--- src/hw/rtl/svm_pkg.sv ---
// Shared types, opcodes and constants of the stack virtual machine core.
// No dependencies; used by every module under hw/rtl.
package svm_pkg;

  localparam int MemWords = 4096;
  localparam int CodeWords = 4096;
  localparam int DataWidth = 32;

  typedef enum logic [5:0] {
    OP_LEA = 6'd0, OP_IMM = 6'd1, OP_JMP = 6'd2, OP_CALL = 6'd3, OP_JZ = 6'd4,
    OP_JNZ = 6'd5, OP_ENT = 6'd6, OP_ADJ = 6'd7, OP_LEV = 6'd8, OP_LI = 6'd9,
    OP_LC = 6'd10, OP_SI = 6'd11, OP_SC = 6'd12, OP_PUSH = 6'd13, OP_OR = 6'd14,
    OP_XOR = 6'd15, OP_AND = 6'd16, OP_EQ = 6'd17, OP_NE = 6'd18, OP_LT = 6'd19,
    OP_GT = 6'd20, OP_LE = 6'd21, OP_GE = 6'd22, OP_SHL = 6'd23, OP_SHR = 6'd24,
    OP_ADD = 6'd25, OP_SUB = 6'd26, OP_MUL = 6'd27, OP_DIV = 6'd28, OP_MOD = 6'd29,
    OP_EXIT = 6'd37
  } opcode_t;

  typedef enum logic [1:0] {
    ST_OK = 2'd0, ST_UNSUP = 2'd1, ST_DIVZ = 2'd2
  } status_t;

  typedef enum logic [2:0] {
    S_IDLE, S_READ, S_READ2, S_DIV, S_OUT
  } state_t;

  // Request from the sequencer to the divider.
  typedef struct packed {
    logic start;
    logic is_mod;
  } div_ctl_t;

endpackage

--- src/hw/rtl/svm_divider.sv ---
// Restoring divider, one quotient bit per cycle, signed operands.
// Depends on svm_pkg for the control struct.
module svm_divider #(
  parameter int DataWidth = svm_pkg::DataWidth
) (
  input  logic                 clk,
  input  logic                 rst,
  input  svm_pkg::div_ctl_t    ctl,
  input  logic [DataWidth-1:0] dividend,
  input  logic [DataWidth-1:0] divisor,
  output logic                 done,
  output logic [DataWidth-1:0] result
);

  localparam int CntW = $clog2(DataWidth + 1);

  logic [DataWidth-1:0] quo;
  logic [DataWidth-1:0] rem;
  logic [DataWidth-1:0] dsr;
  logic [CntW-1:0]      cnt;
  logic                 busy;
  logic                 neg_q;
  logic                 neg_r;
  logic                 is_mod;
  logic [DataWidth:0]   trial;
  logic [DataWidth:0]   shifted;

  assign shifted = {rem, quo[DataWidth-1]};
  assign trial = shifted - {1'b0, dsr};

  always_ff @(posedge clk) begin
    if (rst) begin
      busy <= 1'b0;
      done <= 1'b0;
      cnt <= '0;
    end else begin
      done <= 1'b0;
      if (ctl.start) begin
        busy <= 1'b1;
        cnt <= CntW'(DataWidth);
        quo <= dividend[DataWidth-1] ? -dividend : dividend;
        dsr <= divisor[DataWidth-1] ? -divisor : divisor;
        rem <= '0;
        neg_q <= dividend[DataWidth-1] ^ divisor[DataWidth-1];
        neg_r <= dividend[DataWidth-1];
        is_mod <= ctl.is_mod;
      end else if (busy) begin
        if (!trial[DataWidth]) begin
          rem <= trial[DataWidth-1:0];
          quo <= {quo[DataWidth-2:0], 1'b1};
        end else begin
          rem <= shifted[DataWidth-1:0];
          quo <= {quo[DataWidth-2:0], 1'b0};
        end
        cnt <= cnt - 1'b1;
        if (cnt == CntW'(1)) begin
          busy <= 1'b0;
          done <= 1'b1;
        end
      end
    end
  end

  always_comb begin
    if (is_mod) result = neg_r ? -rem : rem;
    else        result = neg_q ? -quo : quo;
  end

endmodule

--- config.mk ---
export PLATFORM = sky130hd
export DESIGN_NAME = svm_divider
export DESIGN_NICKNAME = d
export VERILOG_FILES = /design/src/hw/rtl/svm_pkg.sv /design/src/hw/rtl/svm_divider.sv
export SDC_FILE = /design/constraint.sdc
export NUM_CORES = 1
export LEC_CHECK = 0
export BUFFER_PORTS_ARGS = -buffer_cell sky130_fd_sc_hd__buf_2
export CAP_MARGIN = 20
export CORE_UTILIZATION = 50
export CTS_CLUSTER_DIAMETER = 150
export DETAILED_ROUTE_END_ITERATION = 10
export PLACE_DENSITY = 0.7
export SYNTH_ARGS = -nofsm -noshare
export SYNTH_HDL_FRONTEND = slang
export SYNTH_SLANG_ARGS = --single-unit
--- constraint.sdc ---
create_clock -name clk -period 7.85 [get_ports clk]
set_input_delay 0.785 -clock clk [delete_from_list [all_inputs] [get_ports clk]]
set_output_delay 0.785 -clock clk [all_outputs]
set_load 0.02 [all_outputs]
==> flow_summary_export.csv, run 1 <==
group,metric,value,unit
status,outcome,"finished, final reports clean",
floorplanning,initial_core_util,0.513,
finish,diodes,0,
clock_tree,cts_tree,"yes",
sta,worst_pin_slew,1.07,ns
logic_synthesis,synth_top_area_cell,"edfxtp_1",
route,viasPerCell,5.99,
logic_synthesis,synthDominantCellAreaShare,0.335,
floorplanning,io_pins,101,
critical_path,arrival,3.79,ns
logic_synthesis,syn_area_per_cell,8.55,sq um
finish,syn_to_final_growth,11.1,%
route,vias,8029,
route,wl,23100,um
finish,drive_above_1_share,0.128,
critical_path,crit_required,7.07,ns
sta,rsz0062_at_grt,"false",
hold_path,min_path_type,"register to register",
route,drtIter0Drc,796,
clock_tree,holdBufCountCts,0,
grt,antenna_found_initial,0,
sta,fmax,0.218,GHz
grt,grt_pass1_wl,37200,um
power,seqPwrFrac,0.404,
logic_synthesis,synthCells,1038,
critical_path,crit_path_end_kind,"primary output",
critical_path,cp-start-kind,"register",
critical_path,ff2ff_setup_slack,3.50,ns
power,combPwrFrac,0.347,
sta,period_needed,4.58,ns
place,hpwl,17700,um
floorplanning,coreArea,0.0173,sq mm
critical_path,criticalPathCategory,"register to primary output",
logic_synthesis,synth.yosys.seq_area_share,0.353,
flow_run,drv_cap,0,
finish,num-fill-cells,1637,
logic_synthesis,synth_area,0.00887,sq mm
clock_tree,clk_pin_slew_worst_paths,0.08,ns
power,swShare,0.369,
power,p_switching,0.000691,W
floorplanning,die_h,135,um
route,ant_nets,0,
clock_tree,htree_levels,3,
finish,finalNetCount,1218,
clock_tree,cts-buffers-inserted,9,
grt,grt_usage,0.259,
logic_synthesis,yosys_warnings,0,
sta,relSlewSlack,0.285,
sta,final_max_slew_viol_count,0,
sta,hold_violations,0,
route,drc_errors,0,
route,post_drt_wl_per_cell,17.2,um
sta,finalSetupViolCount,0,
grt,grt_max_degree,65,
grt,grt_pass1_vias,7107,
clock_tree,cts_sinks,107,
power,p_leak,3.75,nW
place,gp_congestion,0.915,
power,internal-power,0.00118,W
sta,finalCritPeriodShare,0.583,
logic_synthesis,ys.flop_type,"edfxtp_1",
logic_synthesis,ys_types,61,
floorplanning,row_count,48,
sta,clock_skew,0.0120,ns
floorplanning,die-area,0.0183,sq mm
finish,finish.utilization,0.570,
power,ir_worst_vdd,0.109,mV
clock_tree,postCtsResizedCells,0,
clock_tree,postCtsSetupBuffers,0,
place,portBuffers,100,
critical_path,worst-path-max-fanout,6,
clock_tree,clk_path_buf_depth,2,
clock_tree,clock_latency,0.37,ns
logic_synthesis,syn-num-nets,1145,
logic_synthesis,synth_edf_count,99,
grt,grt.overflow.total,0,
logic_synthesis,yosys_register_bits,107,
sta,setup_tns,0,ns
clock_tree,cts-root-buf,"clkbuf_16",
floorplanning,die_x,135,um
power,clkPwrFrac,0.249,
logic_synthesis,synthArstFlopShare,0,
power,p_per_area,190,mW/mm^2
logic_synthesis,synth_area_leaders,"edfxtp_1, xnor2_1, a21oi_1",
route,firstDrtPassIters,5,
per-stage QoR:
stage / hold slack (ns) / setup WS [ns] / cell area [sq um] / instances / total power, W
global route: 0.517 / 3.11 / 9850 / 1341 / 0.00197
finish: 0.493 / 3.27 / 9850 / 1341 / 0.00187
CTS: 0.498 / 3.35 / 9850 / 1341 / 0.00187
floorplan: 0.461 / 2.82 / 8870 / 1038 / 0.00122
global placement: 0.480 / 3.67 / 9550 / 1325 / 0.00140
detailed placement: 0.486 / 3.58 / 9550 / 1325 / 0.00140
Yosys cell counts (3+ instances only):
cell type	n
o21ai_0	99
dfxtp_1	8
or3_1	20
a31oi_1	3
clkbuf_1	38
ha_1	38
o211ai_1	3
nand3_1	22
xor2_1	62
buf_1	7
o41ai_1	23
inv_1	55
a21oi_1	110
or4b_2	5
o21a_1	11
nand4_1	10
a211oi_1	7
xnor2_1	78
o31ai_1	30
o2111ai_1	3
nand2b_1	11
or4_1	18
edfxtp_1	99
a21o_1	8
mux2i_1	6
nor2b_1	8
nor4_1	12
nor2_1	93
o21bai_1	4
and2_1	4
nor3_1	20
nand2_1	86
state kept, by name, indices dropped and copies added (netlist names):
signal	count
busy	1
cnt	6
done	1
dsr	32
is_mod	1
neg_q	1
neg_r	1
quo	32
rem	32
worst paths after layout:
kind | from | end | cells after the start
hold / removal | cnt[0] | cnt[0] | 2
hold reg to reg | cnt[0] | cnt[0] | 2
setup reg to reg | quo[31] | rem[23] | 11
setup / recovery | quo[4] | result[27] | 9
power groups by stage:
stage	registers [W]	logic (W)	clock network [W]
3_3_place_gp	0.000765	0.000631	0
3_5_place_dp	0.000767	0.000637	0
2_1_floorplan	0.000741	0.000476	0
6_report	0.000756	0.000649	0.000466
4_1_cts	0.000754	0.000640	0.000471
5_1_grt	0.000763	0.000715	0.000494
placed cells by master (no fill, tap or decap), drive strengths merged, types with 31 or more instances in the layout:
master and instances:
edfxtp 99, buf 107, ha 38, a21oi 110
nor2 93, o21ai 100, xor2 62, inv 58
xnor2 78, o31ai 31, nand2 86
per-layer routing:
layer  wire, um  vias to the layer above  GRT usage
met5          0                        -          0
met2      10100                      294      0.387
met1      11200                     3748      0.393
met4        362                        0     0.0693
li1           -                     3962          -
met3       1450                       25     0.0329
logic make-up (layout without fill, tap and decap cells):
group,Yosys count,in the layout,synth area share
AND/OR/NAND/NOR,324,324,0.182
AO/OA/AOI/OAI,320,320,0.219
XOR/XNOR,140,140,0.138
flip-flops,107,107,0.353
buffers and inverters,100,178,0.0423
adder cells (fa/ha/maj),39,39,0.0559
multiplexers,8,8,0.00931
layout make-up:
cell class	instances	area, sq um	area share
multi-input combinational	831	5380	0.546
timing repair buffer	107	553	0.0561
sequential	107	3130	0.318
tap	225	282	0.0286
clock inverter	6	65.1	0.00660
clock buffer	10	239	0.0243
inverter	55	206	0.0209
critical path, cell delays in order (launching register included):
cell,delay [ns]
edfxtp_1,0.45
or3_1,0.42
nor4_1,0.54
nand3_1,0.38
o41ai_1,0.70
buf_4,0.26
nand2_1,0.06
xnor2_1,0.12
mux2i_1,0.26
buf_2,0.23
(Power assumes the default switching activity.)
==> run 2: changes to the inputs <==
PLACE_DENSITY = 0.73   (was 0.7)
clock period = 4 ns   (was 7.85 ns; I/O delays follow)
==> run 2 against run 1 <==
Against the previous run: clock skew decreased by 0.0037 ns; clock-buffer cell count rose by 2; clock power grew 88%; global-route usage down 1.4 points; final area increased by 1.0%; die area is the same; sequential cell count unchanged; via count fell by 2.2%.
==> flow_summary_export.csv, run 2 (same netlist as run 1, synthesis figures left out) <==
group,metric,value,unit
floorplanning,die_h,135,um
sta,rsz0062_at_grt,"false",
power,p_leak,3.81,nW
critical_path,crit_required,3.60,ns
critical_path,r2r_cells,9,
grt,grt_pass1_vias,7110,
critical_path,critPathTopFamily,"simple AND/OR/NAND/NOR gates",
power,ir_worst_vdd,0.226,mV
finish,syn_to_final_growth,12.2,%
route,viasPerCell,5.80,
power,p_per_area,364,mW/mm^2
finish,final_common_cell,"a21oi_1",
route,post_drt_wl_per_cell,16.0,um
place,dpl_cell_area,0.00961,sq mm
route,drtIter0Drc,625,
critical_path,critPathLaunch,"rem[12]",
clock_tree,cts_sinks,107,
grt,grt_pass1_wl,35100,um
clock_tree,cts-root-buf,"clkbuf_16",
sta,layout_setup_ws,0.0992,ns
sta,period_needed,3.90,ns
critical_path,critPathBufInv,1,
finish,finalNetCount,1229,
sta,hold_violations,0,
finish,multi_input_area,0.00542,sq mm
sta,final_max_slew_viol_count,0,
critical_path,endpoint,"result[23]",
clock_tree,clock_latency,0.36,ns
critical_path,reg2reg_from,"rem[12]",
clock_tree,cts_tree,"yes",
clock_tree,cts-buffers-inserted,9,
critical_path,crit_slowest_cell,"or4_1",
critical_path,crit_chain,"or3_1 > or4_1 > or4_1 > or3_1 > o41ai_2 > xor2_1 > a21oi_1 > buf_2",
hold_path,min_path_type,"input port to register",
finish,reg_top3,"dsr: 32 flops, quo: 32 flops, rem: 32 flops",
route,vias,7852,
critical_path,critPathMaxStageDelay,0.54,ns
power,power,0.00362,W
place,dp_slack,0.330,ns
route,wl,21600,um
route,drc_errors,0,
floorplanning,io_pins,101,
floorplanning,die_x,135,um
grt,grt_usage,0.245,
grt,grt.overflow.total,0,
critical_path,arrival,3.50,ns
floorplanning,coreArea,0.0173,sq mm
critical_path,rr_endpoint,"rem[19]",
status,outcome,"finished, final reports clean",
sta,worst_pin_slew,1.05,ns
clock_tree,htree_levels,3,
finish,design_area,0.00995,sq mm
critical_path,cp.depth,8,
place,hpwl,16100,um
sta,finalCritPeriodShare,0.975,
sta,setup_tns,0,ns
flow_run,drv_cap,0,
sta,fmax,0.256,GHz
grt,antenna_found_initial,1,
finish,drive_above_1_share,0.141,
finish,regArea,0.00313,sq mm
route,firstDrtPassIters,6,
sta,relSlewSlack,0.299,
critical_path,worst-path-max-fanout,4,
sta,clock_skew,0.00835,ns
floorplanning,row_count,48,
critical_path,cp-start-kind,"register",
floorplanning,die-area,0.0183,sq mm
place,portBuffers,100,
finish,num-fill-cells,1567,
grt,grt_max_degree,66,
floorplanning,initial_core_util,0.513,
clock_tree,clk_pin_slew_worst_paths,0.07,ns
sta,finalSetupViolCount,0,
finish,final_cell_mix,"a21oi_1, buf_2, o21ai_0, edfxtp_1, nor2_1",
place,gp_congestion,0.873,
critical_path,crit_path_end_kind,"primary output",
critical_path,ff2ff_setup_slack,0.27,ns
clock_tree,clk_path_buf_depth,2,
critical_path,criticalPathCategory,"register to primary output",
route,ant_nets,0,
==> run 2: cell types whose count changed in the layout (fill, tap and decap cells not counted), sizes merged <==
cell / delta
buf: +11
inv: -1
diode: +1
clkbuf: +2
clkinv: -1
==> run 2: what timing repair did <==
item,CTS,global route
endpoints found under the setup margin,0,18
hold buffers,0,0
gates resized for setup,0,6
buffers inserted,0,4
==> run 2: worst reg2reg max path, stage by stage (launching register included) <==
cell and delay [ns]:
edfxtp_1 0.46, ha_1 0.38, a21oi_1 0.28, nor2_1 0.09, or4_1 0.50, a221oi_2 0.35
a21oi_1 0.19, o21a_1 0.42, or4b_2 0.75, a21oi_1 0.16
==> run 2: stage by stage <==
step	util	instances	hold slack, ns
2_1_floorplan	-	1038	0.461
3_3_place_gp	0.555	1332	0.479
5_1_grt	0.575	1352	0.227
3_5_place_dp	0.555	1332	0.489
4_1_cts	0.572	1348	0.231
6_report	0.576	1353	0.249
==> run 2: worst min path at each step <==
stage	startpoint	slack, ns	depth (start not counted)	end
2_1_floorplan	cnt[0]	0.46	2	cnt[0]
3_5_place_dp	cnt[0]	0.49	2	cnt[0]
3_3_place_gp	cnt[0]	0.48	2	cnt[0]
6_report	ctl[0]	0.25	1	is_mod
4_1_cts	ctl[0]	0.23	1	is_mod
5_1_grt	ctl[0]	0.23	1	is_mod
==> run 2: cell type report <==
type / instances / area share
inverter: 55 / 0.0207
multi-input combinational: 831 / 0.544
sequential: 107 / 0.315
tap: 225 / 0.0283
clock inverter: 4 / 0.00226
antenna: 1 / 0.000251
timing repair buffer: 118 / 0.0639
clock buffer: 12 / 0.0258
==> run 2: per-layer routing <==
| metal | share of wire | wire length [um] | vias to the layer above | global-route usage |
|---|---|---|---|---|
| met3 | 0.064 | 1380 | 20 | 0.0374 |
| li1 | - | - | 4001 | - |
| met4 | 0.013 | 277 | 0 | 0.0712 |
| met1 | 0.48 | 10300 | 3593 | 0.348 |
| met5 | 0 | 0 | - | 0 |
| met2 | 0.45 | 9620 | 238 | 0.386 |
==> run 2: power breakdown <==
| part | leakage [nW] | total [W] | switching [W] | internal, W |
|---|---|---|---|---|
| registers | 1.01 | 0.00148 | 0.000126 | 0.00136 |
| logic | 2.66 | 0.00127 | 0.000751 | 0.000514 |
| clock network | 0.143 | 0.000874 | 0.000418 | 0.000456 |
| total | 3.81 | 0.00362 | 0.00129 | 0.00233 |
==> run 3: changes to the inputs <==
CORE_MARGIN = 4   (was not set)
PLACE_DENSITY = 0.7   (was 0.73)
TNS_END_PERCENT = 30   (was not set)
==> run 3 against run 2 <==
Against the previous run: combinational power barely moved; global-route usage fell by 2.4 points; via count fell by 0.88%; critical path depth did not move; largest cell class unchanged; sequential power barely moved.
==> flow_summary_export.csv, run 3 (same netlist as run 1, synthesis figures left out) <==
group,metric,value,unit
status,outcome,"finished, final reports clean",
finish,final_cell_mix,"a21oi_1, buf_2, o21ai_0, edfxtp_1, nor2_1",
sta,final_max_slew_viol_count,0,
sta,fmax,0.258,GHz
sta,finalCritPeriodShare,0.971,
route,post_drt_wl_per_cell,16.2,um
clock_tree,cts-buffers-inserted,9,
finish,diodes,0,
critical_path,cp-start-kind,"register",
route,drtIter0Drc,560,
grt,grt_pass1_wl,36100,um
finish,finish.utilization,0.574,
route,vias,7783,
floorplanning,io_pins,101,
hold_path,hold-path-cell-count,1,
place,portBuffers,100,
clock_tree,clock_latency,0.37,ns
place,gp_congestion,0.893,
critical_path,criticalPathCategory,"register to primary output",
floorplanning,die_x,141,um
grt,grt_pass1_vias,7405,
critical_path,worst-path-max-fanout,4,
critical_path,r2r_cells,9,
place,dpl_cell_area,0.00958,sq mm
clock_tree,cts_tree,"yes",
grt,grt_max_degree,66,
sta,finalSetupViolCount,0,
hold_path,min_from,"ctl[0]",
clock_tree,clk_path_buf_depth,2,
route,wl,21900,um
critical_path,crit_path_end_kind,"primary output",
clock_tree,cts_sinks,107,
floorplanning,initial_core_util,0.511,
critical_path,critPathLaunch,"rem[12]",
sta,period_needed,3.88,ns
finish,syn_to_final_growth,12.2,%
sta,worst_pin_slew,1.04,ns
critical_path,crit_required,3.60,ns
flow_run,drv_cap,0,
critical_path,reg2reg_from,"rem[12]",
route,firstDrtPassIters,4,
finish,design_area,0.00996,sq mm
route,viasPerCell,5.78,
sta,relSlewSlack,0.305,
grt,grt.overflow.total,0,
floorplanning,die-area,0.0199,sq mm
clock_tree,cts-root-buf,"clkbuf_16",
grt,grt_usage,0.221,
power,p_per_area,373,mW/mm^2
clock_tree,clk_pin_slew_worst_paths,0.07,ns
route,drc_errors,0,
power,p_leak,3.80,nW
critical_path,arrival,3.48,ns
finish,reg_top3,"dsr: 32 flops, quo: 32 flops, rem: 32 flops",
route,ant_nets,0,
place,hpwl,16600,um
sta,hold_violations,0,
sta,clock_skew,0.00976,ns
power,ir_worst_vdd,0.244,mV
floorplanning,coreArea,0.0174,sq mm
finish,finalNetCount,1223,
clock_tree,htree_levels,3,
finish,final_common_cell,"a21oi_1",
hold_path,min_path_type,"input port to register",
floorplanning,row_count,48,
floorplanning,die_h,141,um
grt,antenna_found_initial,0,
finish,drive_above_1_share,0.136,
finish,num-fill-cells,1597,
## run 3: cell type report
type	count	area [sq um]	share of cell area
multi-input combinational	831	5420	0.544
sequential	107	3130	0.315
timing repair buffer	112	591	0.0593
clock buffer	13	282	0.0283
tap	225	282	0.0283
inverter	55	206	0.0207
clock inverter	3	43.8	0.00440
## run 3: power by group
part	switching (W)	internal (W)
clock	0.000413	0.000558
combinational	0.000750	0.000510
sequential	0.000130	0.00136
total	0.00129	0.00243
## run 3: worst paths after layout
kind                endpoint  slack [ns]
setup reg to reg     rem[31]        0.34
setup / recovery  result[23]        0.12
hold / removal        is_mod        0.24
hold reg to reg       cnt[0]        0.49
## run 3: layer usage
layer	part of all wire	GRT usage	routed length, um	vias to the layer above
met5	0	0	0	-
met4	0.011	0.0571	235	0
met2	0.45	0.352	9740	216
met1	0.49	0.323	10600	3577
li1	-	-	-	3979
met3	0.057	0.0244	1240	11
## run 3: timing repair
item                       CTS  global route
setup endpoints to repair    0            16
buffers inserted             0             2
hold buffers                 0             0
gates resized for setup      0             7
## run 3: worst max-delay path: stages, from the launching register on
cell,delay (ns)
edfxtp_1,0.47
or3_1,0.45
or4_1,0.47
or4_1,0.53
or3_1,0.39
o41ai_2,0.26
xor2_1,0.13
a21oi_1,0.22
buf_2,0.20
## run 3: stage by stage
step	std cells	power (W)	TNS, ns	worst slack, ns	hold WS (ns)
2_1_floorplan	1038	0.00239	0	0.706	0.461
3_3_place_gp	1328	0.00273	0	0.450	0.476
3_5_place_dp	1328	0.00274	0	0.319	0.480
4_1_cts	1344	0.00371	0	0.0635	0.240
5_1_grt	1346	0.00394	-0.0140	-0.0140	0.237
6_report	1346	0.00372	0	0.117	0.244
